`src/rtl/dqe_pkg.sv`:
```
`timescale 1ns / 1ps

package dqe_pkg;

  // One packet byte as it enters the block.
  typedef struct packed {
    logic [7:0] data_byte;
    logic       end_of_packet;
  } in_item_t;

  // One result: a name character, or a single not-found marker.
  typedef struct packed {
    logic       found;
    logic       from_udp_offset;
    logic [7:0] name_char;
    logic [5:0] char_index;
    logic [5:0] name_length;
    logic       run_last;
  } out_item_t;

  // Write into a lane's name store.
  typedef struct packed {
    logic       en;
    logic [5:0] idx;
    logic [7:0] data;
  } name_wr_t;

  // Verdict of a lane, taken on its state after the current byte.
  typedef struct packed {
    logic       good;
    logic [5:0] name_length;
  } lane_stat_t;

  localparam logic [1:0] ST_RUN  = 2'd0;
  localparam logic [1:0] ST_CAP  = 2'd1;
  localparam logic [1:0] ST_DONE = 2'd2;
  localparam logic [1:0] ST_BAD  = 2'd3;

  localparam logic [15:0] TCP_START = 16'd14;
  localparam logic [15:0] UDP_START = 16'd12;
  localparam logic [16:0] MIN_PKT_LEN = 17'd14;
  localparam logic [7:0] MAX_LABEL = 8'd63;
  localparam logic [6:0] MIN_CAPACITY = 7'd4;
  localparam logic [5:0] MIN_NAME_LEN = 6'd4;

  localparam logic [7:0] CH_DASH  = 8'h2d;
  localparam logic [7:0] CH_UNDER = 8'h5f;
  localparam logic [7:0] CH_DOT   = 8'h2e;

  localparam logic REG_NAME_CAPACITY = 1'b0;

  function automatic logic is_upper(input logic [7:0] b);
    return (b >= 8'h41) && (b <= 8'h5a);
  endfunction

  function automatic logic char_ok(input logic [7:0] b);
    return ((b >= 8'h30) && (b <= 8'h39)) || ((b >= 8'h61) && (b <= 8'h7a)) ||
           is_upper(b) || (b == CH_DASH) || (b == CH_UNDER);
  endfunction

  function automatic logic [7:0] to_lower(input logic [7:0] b);
    return is_upper(b) ? (b | 8'h20) : b;
  endfunction

endpackage

```
`src/rtl/dns_qname_extractor.sv`:
```
`timescale 1ns / 1ps

// Channel   Ports                         Carries
// -------   ---------------------------   ----------------------------------------
// input     in_valid/in_ready/in_data     one packet byte plus end-of-packet flag
// output    out_valid/out_ready/out_data  one name character or a not-found marker
// config    psel/penable/pwrite/paddr/..  name_capacity at byte address 0
//
// Each packet byte is one transfer; each lane updates and writes its store on it from its start offset on.
// An end-of-packet byte with a usable name of n characters starts a run read from the chosen
// store at one result per cycle unless out_ready stalls it; each read goes through the read
// stage into the result register, and the input is held off until the final read is issued.
// Reset is synchronous and active low; it clears control state and sets name_capacity to 64.
// out_ready stalls hold the result and read stages; end-of-packet waits until both can take it.

module dns_qname_extractor #(
  parameter int NAME_MAX = 64
) (
  input  logic               clk,
  input  logic               rst_n,
  input  logic               in_valid,
  output logic               in_ready,
  input  dqe_pkg::in_item_t  in_data,
  output logic               out_valid,
  input  logic               out_ready,
  output dqe_pkg::out_item_t out_data,
  input  logic               psel,
  input  logic               penable,
  input  logic               pwrite,
  input  logic [2:0]         paddr,
  input  logic [31:0]        pwdata,
  output logic [31:0]        prdata,
  output logic               pready
);

  // Characters a lane can hold; the name length field stops at 63.
  localparam int CAP_MAX = (NAME_MAX < 64) ? NAME_MAX : 64;
  localparam int AW      = $clog2(CAP_MAX);

  logic [6:0]          cap_r;
  logic [15:0]         pos_r;
  logic [16:0]         pkt_len;
  logic [6:0]          cap_clamped;
  logic [5:0]          limit;
  logic                in_xfer, clear, pkt_ok, found;
  logic                step_tcp, step_udp;
  logic                idle, out_room;
  logic                rd_en, rd_lane;
  logic [AW-1:0]       rd_addr;
  logic [7:0]          q_tcp, q_udp;
  dqe_pkg::name_wr_t   wr_tcp, wr_udp;
  dqe_pkg::lane_stat_t stat_tcp, stat_udp;

  // Configuration port: always ready, one register.
  assign pready = 1'b1;
  assign prdata = (paddr[2] == dqe_pkg::REG_NAME_CAPACITY) ? {25'd0, cap_r} : 32'd0;

  always_ff @(posedge clk) begin
    if (!rst_n) begin
      cap_r <= 7'd64;
    end else if (psel && penable && pwrite && (paddr[2] == dqe_pkg::REG_NAME_CAPACITY)) begin
      cap_r <= pwdata[6:0];
    end
  end

  // The usable capacity is clamped between the minimum and the store size; the last slot is the
  // terminator, so the name itself stops one short.
  always_comb begin
    if (cap_r < dqe_pkg::MIN_CAPACITY) begin
      cap_clamped = dqe_pkg::MIN_CAPACITY;
    end else if (cap_r > 7'(CAP_MAX)) begin
      cap_clamped = 7'(CAP_MAX);
    end else begin
      cap_clamped = cap_r;
    end
  end
  assign limit = 6'(cap_clamped - 7'd1);

  // An end-of-packet byte needs room for its not-found result.
  assign in_ready = idle && (!in_data.end_of_packet || out_room);
  assign in_xfer  = in_valid && in_ready;
  assign clear    = in_xfer && in_data.end_of_packet;
  assign pkt_len  = {1'b0, pos_r} + 17'd1;
  assign step_tcp = in_xfer && (pos_r >= dqe_pkg::TCP_START);
  assign step_udp = in_xfer && (pos_r >= dqe_pkg::UDP_START);

  // Byte position saturates instead of wrapping on very long packets.
  always_ff @(posedge clk) begin
    if (!rst_n || clear) begin
      pos_r <= '0;
    end else if (in_xfer && (pos_r != 16'hffff)) begin
      pos_r <= pos_r + 16'd1;
    end
  end

  dqe_lane u_lane_tcp (
    .clk       (clk),
    .rst_n     (rst_n),
    .step      (step_tcp),
    .clear     (clear),
    .data_byte (in_data.data_byte),
    .pkt_len   (pkt_len),
    .limit     (limit),
    .wr        (wr_tcp),
    .stat      (stat_tcp)
  );

  dqe_lane u_lane_udp (
    .clk       (clk),
    .rst_n     (rst_n),
    .step      (step_udp),
    .clear     (clear),
    .data_byte (in_data.data_byte),
    .pkt_len   (pkt_len),
    .limit     (limit),
    .wr        (wr_udp),
    .stat      (stat_udp)
  );

  dqe_ram #(.DEPTH(CAP_MAX)) u_store_tcp (
    .clk   (clk),
    .we    (wr_tcp.en),
    .waddr (wr_tcp.idx[AW-1:0]),
    .wdata (wr_tcp.data),
    .re    (rd_en),
    .raddr (rd_addr),
    .rdata (q_tcp)
  );

  dqe_ram #(.DEPTH(CAP_MAX)) u_store_udp (
    .clk   (clk),
    .we    (wr_udp.en),
    .waddr (wr_udp.idx[AW-1:0]),
    .wdata (wr_udp.data),
    .re    (rd_en),
    .raddr (rd_addr),
    .rdata (q_udp)
  );

  // The offset-14 lane wins when both lanes hold a usable name.
  assign pkt_ok = (pkt_len >= dqe_pkg::MIN_PKT_LEN) && (cap_r >= dqe_pkg::MIN_CAPACITY);
  assign found  = pkt_ok && (stat_tcp.good || stat_udp.good);

  dqe_emit #(.AW(AW)) u_emit (
    .clk        (clk),
    .rst_n      (rst_n),
    .start      (clear && found),
    .start_lane (!stat_tcp.good),
    .start_len  (stat_tcp.good ? stat_tcp.name_length : stat_udp.name_length),
    .nf_load    (clear && !found),
    .idle       (idle),
    .out_room   (out_room),
    .rd_en      (rd_en),
    .rd_addr    (rd_addr),
    .rd_lane    (rd_lane),
    .rd_q       (rd_lane ? q_udp : q_tcp),
    .out_valid  (out_valid),
    .out_ready  (out_ready),
    .out_data   (out_data)
  );

endmodule

```
`src/rtl/dqe_ram.sv`:
```
`timescale 1ns / 1ps

module dqe_ram #(
  parameter int DEPTH = 64
) (
  input  logic                     clk,
  input  logic                     we,
  input  logic [$clog2(DEPTH)-1:0] waddr,
  input  logic [7:0]               wdata,
  input  logic                     re,
  input  logic [$clog2(DEPTH)-1:0] raddr,
  output logic [7:0]               rdata
);

  logic [7:0] mem [DEPTH];
  logic [7:0] rdata_r;

  always_ff @(posedge clk) begin
    if (we) begin
      mem[waddr] <= wdata;
    end
    if (re) begin
      rdata_r <= mem[raddr];
    end
  end

  assign rdata = rdata_r;

endmodule

```
`src/rtl/dqe_lane.sv`:
```
`timescale 1ns / 1ps

module dqe_lane (
  input  logic                clk,
  input  logic                rst_n,
  input  logic                step,
  input  logic                clear,
  input  logic [7:0]          data_byte,
  input  logic [16:0]         pkt_len,
  input  logic [5:0]          limit,
  output dqe_pkg::name_wr_t   wr,
  output dqe_pkg::lane_stat_t stat
);

  logic [1:0]  status_r, status_nxt;
  logic [5:0]  remain_r, remain_nxt;
  logic [16:0] end_pos_r, end_pos_nxt;
  logic [5:0]  len_r, len_nxt;
  logic        dot_r, dot_nxt;
  logic        put;
  logic [7:0]  put_ch;
  logic        stopped;

  always_comb begin
    status_nxt  = status_r;
    remain_nxt  = remain_r;
    end_pos_nxt = end_pos_r;
    len_nxt     = len_r;
    dot_nxt     = dot_r;
    put         = 1'b0;
    put_ch      = dqe_pkg::CH_DOT;
    stopped     = 1'b0;
    if (step && (status_r == dqe_pkg::ST_RUN)) begin
      if (len_r >= limit) begin
        status_nxt = dqe_pkg::ST_CAP;
      end else begin
        if (remain_r == 6'd0) begin
          if (data_byte == 8'd0) begin
            status_nxt = dqe_pkg::ST_DONE;
            stopped    = 1'b1;
          end else if (data_byte > dqe_pkg::MAX_LABEL) begin
            status_nxt = dqe_pkg::ST_BAD;
            stopped    = 1'b1;
          end else begin
            end_pos_nxt = pkt_len + {9'd0, data_byte};
            remain_nxt  = data_byte[5:0];
            put         = (len_r != 6'd0);
          end
        end else begin
          if (!dqe_pkg::char_ok(data_byte)) begin
            status_nxt = dqe_pkg::ST_BAD;
            stopped    = 1'b1;
          end else begin
            put        = 1'b1;
            put_ch     = dqe_pkg::to_lower(data_byte);
            remain_nxt = remain_r - 6'd1;
          end
        end
        if (put) begin
          len_nxt = len_r + 6'd1;
        end
        dot_nxt = dot_r | (put && (put_ch == dqe_pkg::CH_DOT));
        if (!stopped && (len_nxt >= limit)) begin
          status_nxt = dqe_pkg::ST_CAP;
        end
      end
    end
  end

  always_ff @(posedge clk) begin
    if (!rst_n || clear) begin
      status_r  <= dqe_pkg::ST_RUN;
      remain_r  <= '0;
      end_pos_r <= '0;
      len_r     <= '0;
      dot_r     <= 1'b0;
    end else begin
      status_r  <= status_nxt;
      remain_r  <= remain_nxt;
      end_pos_r <= end_pos_nxt;
      len_r     <= len_nxt;
      dot_r     <= dot_nxt;
    end
  end

  assign wr.en   = put;
  assign wr.idx  = len_r;
  assign wr.data = put_ch;

  // A lane that has not finished its name must not have a label cut by the
  // packet end.
  assign stat.good = (status_nxt != dqe_pkg::ST_BAD) &&
                     !((status_nxt != dqe_pkg::ST_DONE) && (end_pos_nxt > pkt_len)) &&
                     (len_nxt >= dqe_pkg::MIN_NAME_LEN) && dot_nxt;
  assign stat.name_length = len_nxt;

endmodule

```
`src/rtl/dqe_emit.sv`:
```
`timescale 1ns / 1ps

module dqe_emit #(
  parameter int AW = 6
) (
  input  logic                clk,
  input  logic                rst_n,
  input  logic                start,
  input  logic                start_lane,
  input  logic [5:0]          start_len,
  input  logic                nf_load,
  output logic                idle,
  output logic                out_room,
  output logic                rd_en,
  output logic [AW-1:0]       rd_addr,
  output logic                rd_lane,
  input  logic [7:0]          rd_q,
  output logic                out_valid,
  input  logic                out_ready,
  output dqe_pkg::out_item_t  out_data
);

  localparam logic ST_IDLE = 1'b0;
  localparam logic ST_EMIT = 1'b1;

  logic               state_r, state_nxt;
  logic [5:0]         k_r, k_nxt;
  logic [5:0]         n_r, n_nxt;
  logic               lane_r, lane_nxt;
  logic               rd_valid_r, rd_valid_nxt;
  logic [5:0]         rd_k_r, rd_k_nxt;
  logic               rd_last_r, rd_last_nxt;
  logic               out_valid_r, out_valid_nxt;
  dqe_pkg::out_item_t out_data_r, out_data_nxt;
  logic               out_free, move, issue, issue_last;

  assign out_free   = !out_valid_r || out_ready;
  assign move       = rd_valid_r && out_free;
  assign issue      = (state_r == ST_EMIT) && (!rd_valid_r || move);
  assign issue_last = (k_r == (n_r - 6'd1));

  always_comb begin
    state_nxt     = state_r;
    k_nxt         = k_r;
    n_nxt         = n_r;
    lane_nxt      = lane_r;
    rd_valid_nxt  = rd_valid_r;
    rd_k_nxt      = rd_k_r;
    rd_last_nxt   = rd_last_r;
    out_valid_nxt = out_valid_r;
    out_data_nxt  = out_data_r;

    if (start) begin
      state_nxt = ST_EMIT;
      k_nxt     = '0;
      n_nxt     = start_len;
      lane_nxt  = start_lane;
    end

    if (issue) begin
      rd_valid_nxt = 1'b1;
      rd_k_nxt     = k_r;
      rd_last_nxt  = issue_last;
      k_nxt        = k_r + 6'd1;
      if (issue_last) begin
        state_nxt = ST_IDLE;
      end
    end else if (move) begin
      rd_valid_nxt = 1'b0;
    end

    if (move) begin
      out_valid_nxt = 1'b1;
      out_data_nxt  = '{found: 1'b1, from_udp_offset: lane_r, name_char: rd_q,
                        char_index: rd_k_r, name_length: n_r, run_last: rd_last_r};
    end else if (nf_load) begin
      out_valid_nxt = 1'b1;
      out_data_nxt  = '{found: 1'b0, from_udp_offset: 1'b0, name_char: 8'd0,
                        char_index: 6'd0, name_length: 6'd0, run_last: 1'b1};
    end else if (out_ready) begin
      out_valid_nxt = 1'b0;
    end
  end

  always_ff @(posedge clk) begin
    if (!rst_n) begin
      state_r     <= ST_IDLE;
      rd_valid_r  <= 1'b0;
      out_valid_r <= 1'b0;
    end else begin
      state_r     <= state_nxt;
      rd_valid_r  <= rd_valid_nxt;
      out_valid_r <= out_valid_nxt;
    end
    k_r        <= k_nxt;
    n_r        <= n_nxt;
    lane_r     <= lane_nxt;
    rd_k_r     <= rd_k_nxt;
    rd_last_r  <= rd_last_nxt;
    out_data_r <= out_data_nxt;
  end

  assign idle      = (state_r == ST_IDLE);
  assign out_room  = !rd_valid_r && out_free;
  assign rd_en     = issue;
  assign rd_addr   = k_r[AW-1:0];
  assign rd_lane   = lane_r;
  assign out_valid = out_valid_r;
  assign out_data  = out_data_r;

  a_index_in_name: assert property (@(posedge clk) disable iff (!rst_n)
    out_valid_r && out_data_r.found |-> out_data_r.char_index < out_data_r.name_length)
    else $error("character index beyond name length");

  a_last_is_end: assert property (@(posedge clk) disable iff (!rst_n)
    out_valid_r && out_data_r.found |->
      (out_data_r.run_last == (out_data_r.char_index == (out_data_r.name_length - 6'd1))))
    else $error("run_last does not mark the final character");

  a_emit_len: assert property (@(posedge clk) disable iff (!rst_n)
    state_r == ST_EMIT |-> n_r >= dqe_pkg::MIN_NAME_LEN)
    else $error("emitting a name that is too short");

  a_read_from_emit: assert property (@(posedge clk) disable iff (!rst_n)
    $rose(rd_valid_r) |-> $past(state_r) == ST_EMIT)
    else $error("name store read outside of an emission run");

endmodule
```
`config.mk`:
```
export PLATFORM = sky130hd
export DESIGN_NAME = dns_qname_extractor
export DESIGN_NICKNAME = d
export VERILOG_FILES = /design/src/rtl/dqe_pkg.sv /design/src/rtl/dns_qname_extractor.sv /design/src/rtl/dqe_ram.sv /design/src/rtl/dqe_lane.sv /design/src/rtl/dqe_emit.sv
export SDC_FILE = /design/constraint.sdc
export NUM_CORES = 2
export LEC_CHECK = 0
export BUFFER_PORTS_ARGS = -buffer_cell sky130_fd_sc_hd__clkbuf_2
export CAP_MARGIN = 20
export CORE_ASPECT_RATIO = 1.25
export CORE_UTILIZATION = 45
export CTS_CLUSTER_SIZE = 20
export DETAILED_ROUTE_END_ITERATION = 8
export PLACE_DENSITY_LB_ADDON = 0.05
export SLEW_MARGIN = 20
export SYNTH_ARGS = -nofsm -noshare
export SYNTH_HDL_FRONTEND = slang
export SYNTH_SLANG_ARGS = --single-unit
export TNS_END_PERCENT = 50
```
`constraint.sdc`:
```
create_clock -name clk -period 6.8 [get_ports clk]
set_clock_uncertainty 0.15 [all_clocks]
set_input_delay 0.34 -clock clk [delete_from_list [all_inputs] [get_ports clk]]
set_output_delay 0.34 -clock clk [all_outputs]
set_load 0.01 [all_outputs]
```
# After elaboration in Yosys (flattened, before gate mapping)

Memories as Yosys holds them, arrays and structs flattened. A register that Yosys moved wholly into a read port is not among the register bits.
Index checks and enable logic that the tools add are counted.

Input bits: 51
Logic and storage cells: 247
Latch bits: 0
Memory bits (writable): 1,024
Bits in registers: 133
Memories kept: 2
Memory bits (read-only): 0

Memories:

| name            | words | bits a word | rd ports | clocked after Yosys merged registers in | wr ports | line          | text |
|---|---|---|---|---|---|---|---|
| u_store_tcp.mem | 64    | 8           | 1        | 1                                       | 1        | dqe_ram.sv:15 | `logic [7:0] mem [DEPTH];` |
| u_store_udp.mem | 64    | 8           | 1        | 1                                       | 1        | dqe_ram.sv:15 |  |

Add/sub/neg operators: 10
Reduce and logical (&&, ||, !) cells: 67
Equal/unequal tests: 14
Multiplexer cells: 101
Bitwise operators: 6
Div/mod/pow operators: 0
Magnitude comparators: 21
$mul: 0
Shift-type cells: 0

Operator list:

| kind                    | number |
|---|---|
| $mux W17                | 10 |
| $mux W6                 | 22 |
| $mux W8                 | 12 |
| $mux W22                | 2 |
| $mux W1                 | 40 |
| $gt A17 B17 Y1          | 2 |
| $logic_and A1 B1 Y1     | 33 |
| $ge A16 B4 Y1 const B   | 2 |
| $mux W2                 | 14 |
| $eq A8 B6 Y1 const B    | 3 |
| $ge A6 B6 Y1            | 4 |
| $sub A6 B1 Y6 const B   | 4 |
| $add A6 B1 Y6 const B   | 3 |
| $add A16 B1 Y17 const B | 1 |
| $add A17 B8 Y17         | 1 |
| $ge A17 B4 Y1 const B   | 1 |
| $add A16 B1 Y16 const B | 1 |
| $ge A8 B7 Y1 const B    | 2 |
| $le A8 B7 Y1 const B    | 2 |
| $ne A16 B16 Y1 const B  | 1 |
| $ne A2 B2 Y1 const B    | 8 |
| $ge A6 B3 Y1 const B    | 2 |
| $logic_not A6 Y1        | 2 |
| $reduce_bool A6 Y1      | 2 |
| 18 further kinds        | 45 |

# Depth between registers and ports, before layout

Depth in word-level cells: 30
Depth in mapped cells: 31
Gate-level depth less buffers: 27

# Modules after synthesis

A second synthesis with hierarchy kept.

Cells, all modules: 3,047
Area total of the unflattened synthesis: 50,693.6 sq um

Modules (own cells, without submodules):

| module                 | area an instance (sq um) | cells an instance | times used |
|---|---|---|---|
| dqe_ram                | 20,246.9                 | 940               | 2 |
| dqe_lane at u_lane_tcp | 3,062.9                  | 380               | 1 |
| dqe_lane at u_lane_udp | 2,934.1                  | 376               | 1 |
| dns_qname_extractor    | 2,378.5                  | 289               | 1 |
| dqe_emit               | 1,824.2                  | 122               | 1 |

# Least setup slack after synthesis

Ideal clock, no wire load.

Kind: flip-flop to flip-flop
Start: register cap_r[3]
End: register u_emit.out_data_r (netlist bit u_emit.out_data[0]), enable pin
Buffers on the path: 4
Stages on the path, launching flop included: 29
Data arrival time: 5.767 ns
Slack: 0.472 ns
Required time: 6.239 ns
Path through: dfxtp_1 buf_2 nor2_2 a21oi_1 and2_1 inv_1 ha_1 xnor2_1 ha_1 a21oi_1 o21ai_0 maj3_2 o31a_1 a21o_4 nor3_1 buf_2 buf_2 mux2_2 ha_1 a21o_1 a21oi_1 o211ai_1 a41o_1 nand3_1 and4_1 buf_6 inv_6 a41oi_2 nand2_1

Elaborated cells between the ends (all ways): 54
Those cells by class: add/sub (1); order compare (11); eq/ne (4); mux (20); reduce/logical (18)

RTL lines:

| item                                  | line                       | text |
|---|---|---|
| start, declared                       | dns_qname_extractor.sv:40  | `logic [6:0] cap_r;` |
| start signal, assigned                | dns_qname_extractor.sv:62  | `cap_r <= pwdata[6:0];` |
| $gt A7 B7 Y1                          | dns_qname_extractor.sv:71  | `end else if (cap_r > 7'(CAP_MAX)) begin` |
| $mux W6                               | dns_qname_extractor.sv:71  |  |
| $mux W6 *                             | dns_qname_extractor.sv:69  | `if (cap_r < dqe_pkg::MIN_CAPACITY) begin` |
| $sub A6 B1 Y6 *                       | dns_qname_extractor.sv:77  | `assign limit = 6'(cap_clamped - 7'd1);` |
| $ge A6 B6 Y1 *                        | dqe_lane.sv:34             | `if (len_r >= limit) begin` |
| $mux W17 *                            | dqe_lane.sv:34             |  |
| $mux W17 *                            | dqe_lane.sv:33             | `if (step && (status_r == dqe_pkg::ST_RUN)) begin` |
| via u_lane_tcp.end_pos_nxt[8]         | dqe_lane.sv:17             | `logic [16:0] end_pos_r, end_pos_nxt;` |
| (+3 left out)                         | n/a                        |  |
| $logic_and A1 B1 Y1 *                 | dqe_lane.sv:92             | `assign stat.good = (status_nxt != dqe_pkg::ST_BAD) &&` |
| $logic_and A1 B1 Y1 *                 | dqe_lane.sv:93             | `!((status_nxt != dqe_pkg::ST_DONE) && (end_pos_nxt > pkt_len)) &&` |
| $logic_and A1 B1 Y1 *                 | dqe_lane.sv:94             | `(len_nxt >= dqe_pkg::MIN_NAME_LEN) && dot_nxt;` |
| $logic_or A1 B1 Y1 *                  | dns_qname_extractor.sv:142 | `assign found = pkt_ok && (stat_tcp.good \|\| stat_udp.good);` |
| $logic_and A1 B1 Y1 *                 | dns_qname_extractor.sv:142 |  |
| $logic_not A1 Y1 *                    | dns_qname_extractor.sv:150 | `.nf_load (clear && !found),` |
| $logic_and A1 B1 Y1 *                 | dns_qname_extractor.sv:150 |  |
| $reduce_bool A2 Y1 (no source line) * | n/a                        |  |
| end signal, assigned                  | dqe_emit.sv:100            | `out_data_r <= out_data_nxt;` |
| end, declared                         | dqe_emit.sv:34             | `dqe_pkg::out_item_t out_data_r, out_data_nxt;` |

The timed path passes the listed nets; every way through them passes the cells marked *.
A chain may end at the register's enable or synchronous reset.

# Final worst setup path

Start: register cap_r[5]
End: register u_emit.k_r[5], in the netlist u_emit.rd_addr[5], enable pin

Elaborated cells between the ends (all ways): 53
Those cells by class: add/sub (1); order compare (11); eq/ne (4); mux (20); reduce/logical (17)

RTL lines:

| item                                  | line                       | text |
|---|---|---|
| $gt A7 B7 Y1                          | dns_qname_extractor.sv:71  |  |
| $mux W6                               | dns_qname_extractor.sv:71  |  |
| $mux W6 *                             | dns_qname_extractor.sv:69  |  |
| $sub A6 B1 Y6 *                       | dns_qname_extractor.sv:77  |  |
| $ge A6 B6 Y1 *                        | dqe_lane.sv:34             |  |
| $mux W17 *                            | dqe_lane.sv:34             |  |
| $mux W17 *                            | dqe_lane.sv:33             |  |
| via u_lane_tcp.end_pos_nxt[10]        | dqe_lane.sv:17             |  |
| (+3 left out)                         | n/a                        |  |
| $logic_and A1 B1 Y1 *                 | dqe_lane.sv:92             |  |
| $logic_and A1 B1 Y1 *                 | dqe_lane.sv:93             |  |
| $logic_and A1 B1 Y1 *                 | dqe_lane.sv:94             |  |
| $logic_or A1 B1 Y1 *                  | dns_qname_extractor.sv:142 |  |
| $logic_and A1 B1 Y1 *                 | dns_qname_extractor.sv:142 |  |
| $logic_and A1 B1 Y1 *                 | dns_qname_extractor.sv:147 | `.start (clear && found),` |
| via u_emit.start                      | dqe_emit.sv:8              | `input logic start,` |
| $reduce_bool A2 Y1 (no source line) * | n/a                        |  |
| end signal, assigned                  | dqe_emit.sv:95             | `k_r <= k_nxt;` |
| end, declared                         | dqe_emit.sv:27             | `logic [5:0] k_r, k_nxt;` |

Marked as above.

==> metrics.txt <==
Nets 3030; max-slew violation count 0; Routed WL 117 mm; Final Hold Viols 0; vias in the first global route 25700; P per Cell Area 258 nW/um^2; # Max-Cap Violations 0; Syn-to-layout area delta 13.6%; EDFF count, synth 1082; final setup fails 0; Least-Margin Pin Slew 1020 ps; grt ovf 0; distinct cell type count after synthesis 92; Mapped Area 48900 sq um; CTS buffer count 114; asr flop ratio synth 0; final period utilization 0.937; CP arrival 6610 ps; Crit path required time 7040 ps; Setup TNS 0 ps; core area 107000 sq um; Worst setup SP type flop; Clock Latency Late Sink 720 ps; largest net degree at the start of global routing 137; Residual DRC 0; antenna cells 0; Seq/Total Area, Yosys 0.702; share of cells above drive strength 1 0.248; Ports 109; Gate Count Post-Synth 2647; Leak 18.5 nW; RSZ-0062 raised after global routing no; Die ar. 110000 sq um; peak supply drop 0.200 mV; clock slew seen by the registers of the worst setup and hold paths 60 ps; initial antenna violation count 2; Worst slew margin 0.321; Max Buffers Root-to-Sink 3; post-synthesis register bit count 1173; Max Clk Rate 0.157 GHz; routability cong. 0.798; CTS tree built; drt pass-1 iters 8; I/O Buffers 55; gr usage total 0.214; fill count 8742; fin crit period 6370 ps; min-delay worst type in -> reg; Initial DRC Count 1941; Yosys warnings 0; first-pass GRT wire length 172 mm; H-tree depth 3; Die X 297 um; Post-Syn Area per Cell 18.5 sq um; Routed Antenna Nets 0; root buffer cell clkbuf_16; Crit. End Element flop; Crit Path Category reg -> reg; DR vias 24900; post-DR vias/cell 5.62; Die Height 371 um; Fin Hold WS 44.0 ps; status complete, no violations; Critical Path Fanout Max 20; Row Count 134; routed len/inst 26.3 um; DP Wirelength 74.3 mm; CTS sink cnt 1173; Starting Density 0.456; Post-synth top flop edfxtp_1
## metrics by stage
stage	cell area, sq um	setup WS, ps	power [mW]	utilization	cells
floorplan	49500	472	8.07	-	2799
global placement	51600	104	8.12	0.481	4206
detailed placement	51600	86.8	8.13	0.481	4206
CTS	55500	63.1	14.5	0.518	4437
global route	55600	24.8	14.7	0.518	4438
finish	55600	427	14.3	0.518	4438
## synthesized netlist by cell type (28+ instances only)
cell type | number | share of area
edfxtp_1 | 1082 | 0.66
mux4_2 | 336 | 0.15
nor2_1 | 230 | 0.018
dfxtp_1 | 91 | 0.037
clkbuf_1 | 88 | 0.0068
nand2_1 | 76 | 0.0058
ha_1 | 64 | 0.016
and2_1 | 55 | 0.0070
a21oi_1 | 48 | 0.0049
xnor2_1 | 45 | 0.0081
buf_1 | 38 | 0.0029
mux2_2 | 35 | 0.0081
inv_1 | 34 | 0.0026
o21ai_0 | 34 | 0.0035
nand3_1 | 32 | 0.0033
mux2i_1 | 30 | 0.0061
nor2b_1 | 29 | 0.0037
buf_4 | 28 | 0.0043
## layer usage
| metal | routed length [um] | vias up | GRT usage |
|---|---|---|---|
| met2 | 60200 | 618 | 0.369 |
| met5 | 0 | - | 0 |
| met4 | 2230 | 0 | 0.0578 |
| met1 | 49100 | 13200 | 0.289 |
| met3 | 5120 | 142 | 0.0253 |
| li1 | - | 11000 | - |
## repair_timing
| action | CTS | global route |
|---|---|---|
| hold buffers | 19 | 0 |
| buffers inserted | 0 | 1 |
| gates resized for setup | 0 | 9 |
| endpoints found under the hold margin | 16 | 0 |
| endpoints found under the setup margin | 0 | 36 |
## layout by cell type (no fill, tap or decap), types with 33 or more instances in the layout
cell and instances:
conb_1 154, nor2_1 230, ha_1 64, mux2_2 35, o21ai_0 33, clkbuf_2 55, xnor2_1 44, edfxtp_1 1082
inv_1 33, clkbuf_16 115, mux4_2 336, dfxtp_1 91, a21oi_1 47, and2_1 51, nand2_1 71, buf_4 87
## worst max-delay path, stage by stage (launching register included)
cell and delay, ps:
dfxtp_1 340, nor2_1 60, a21oi_1 190, and2_1 190, inv_1 90, ha_1 250
xnor2_2 230, ha_1 290, a21oi_1 190, o21ai_0 130, maj3_2 330, o31a_1 300
a21o_4 280, nor3_4 210, buf_12 200, mux2_2 360, ha_1 290, a21o_1 180
a21o_1 170, a21oi_1 180, o211ai_1 120, a41o_1 220, nand3_1 150, and4_4 310
inv_6 70, a211oi_4 250, or2_1 300
## final timing paths
check             cells past startpoint                start                endpoint  slack [ps]
setup / recovery                     26             cap_r[5]       u_emit.rd_addr[5]         430
hold / removal                        5           in_data[4]  u_lane_tcp.remain_r[3]          40
setup reg to reg                     26             cap_r[5]       u_emit.rd_addr[5]         430
hold reg to reg                       1  u_emit.out_data[22]     u_emit.out_data[22]         340
## cell families (layout without fill, tap and decap cells)
group	Yosys count	after routing	synth area share
DFF	1173	1173	0.702
xor gates and xnor gates	69	69	0.0124
muxes	401	401	0.169
adders and majority gates	69	69	0.0177
buffers and inverters	205	416	0.0187
AOI/OAI and AO/OA	171	171	0.0246
other	2	154	0.000154
and+or+nand+nor	557	557	0.0560
## layout make-up
type	count	area, sq um	area share
Clock inverter	72	749	0.0135
Multi-Input combinational cell	1421	14300	0.258
Timing Repair Buffer	167	1230	0.0222
Clock buffer	140	3010	0.0542
Sequential cell	1173	34300	0.617
Inverter	37	144	0.00259
Tap cell	1428	1790	0.0321
## sequential cells by signal, indices dropped and copies added, names as in the netlist, 7 cells and up
register	flops
u_emit.out_data	23
pos_r	16
u_lane_udp.end_pos_r	17
u_store_udp.rdata	8
cap_r	7
u_store_udp.mem	512
u_store_tcp.mem	512
u_store_tcp.rdata	8
u_lane_tcp.end_pos_r	17
## power breakdown
part	total (mW)	switching, mW	internal [mW]
logic	0.189	0.124	0.0652
registers	7.79	0.00968	7.78
clock network	6.35	2.73	3.61
total	14.3	2.87	11.5
No activity file was read; power rests on OpenSTA's default activity.
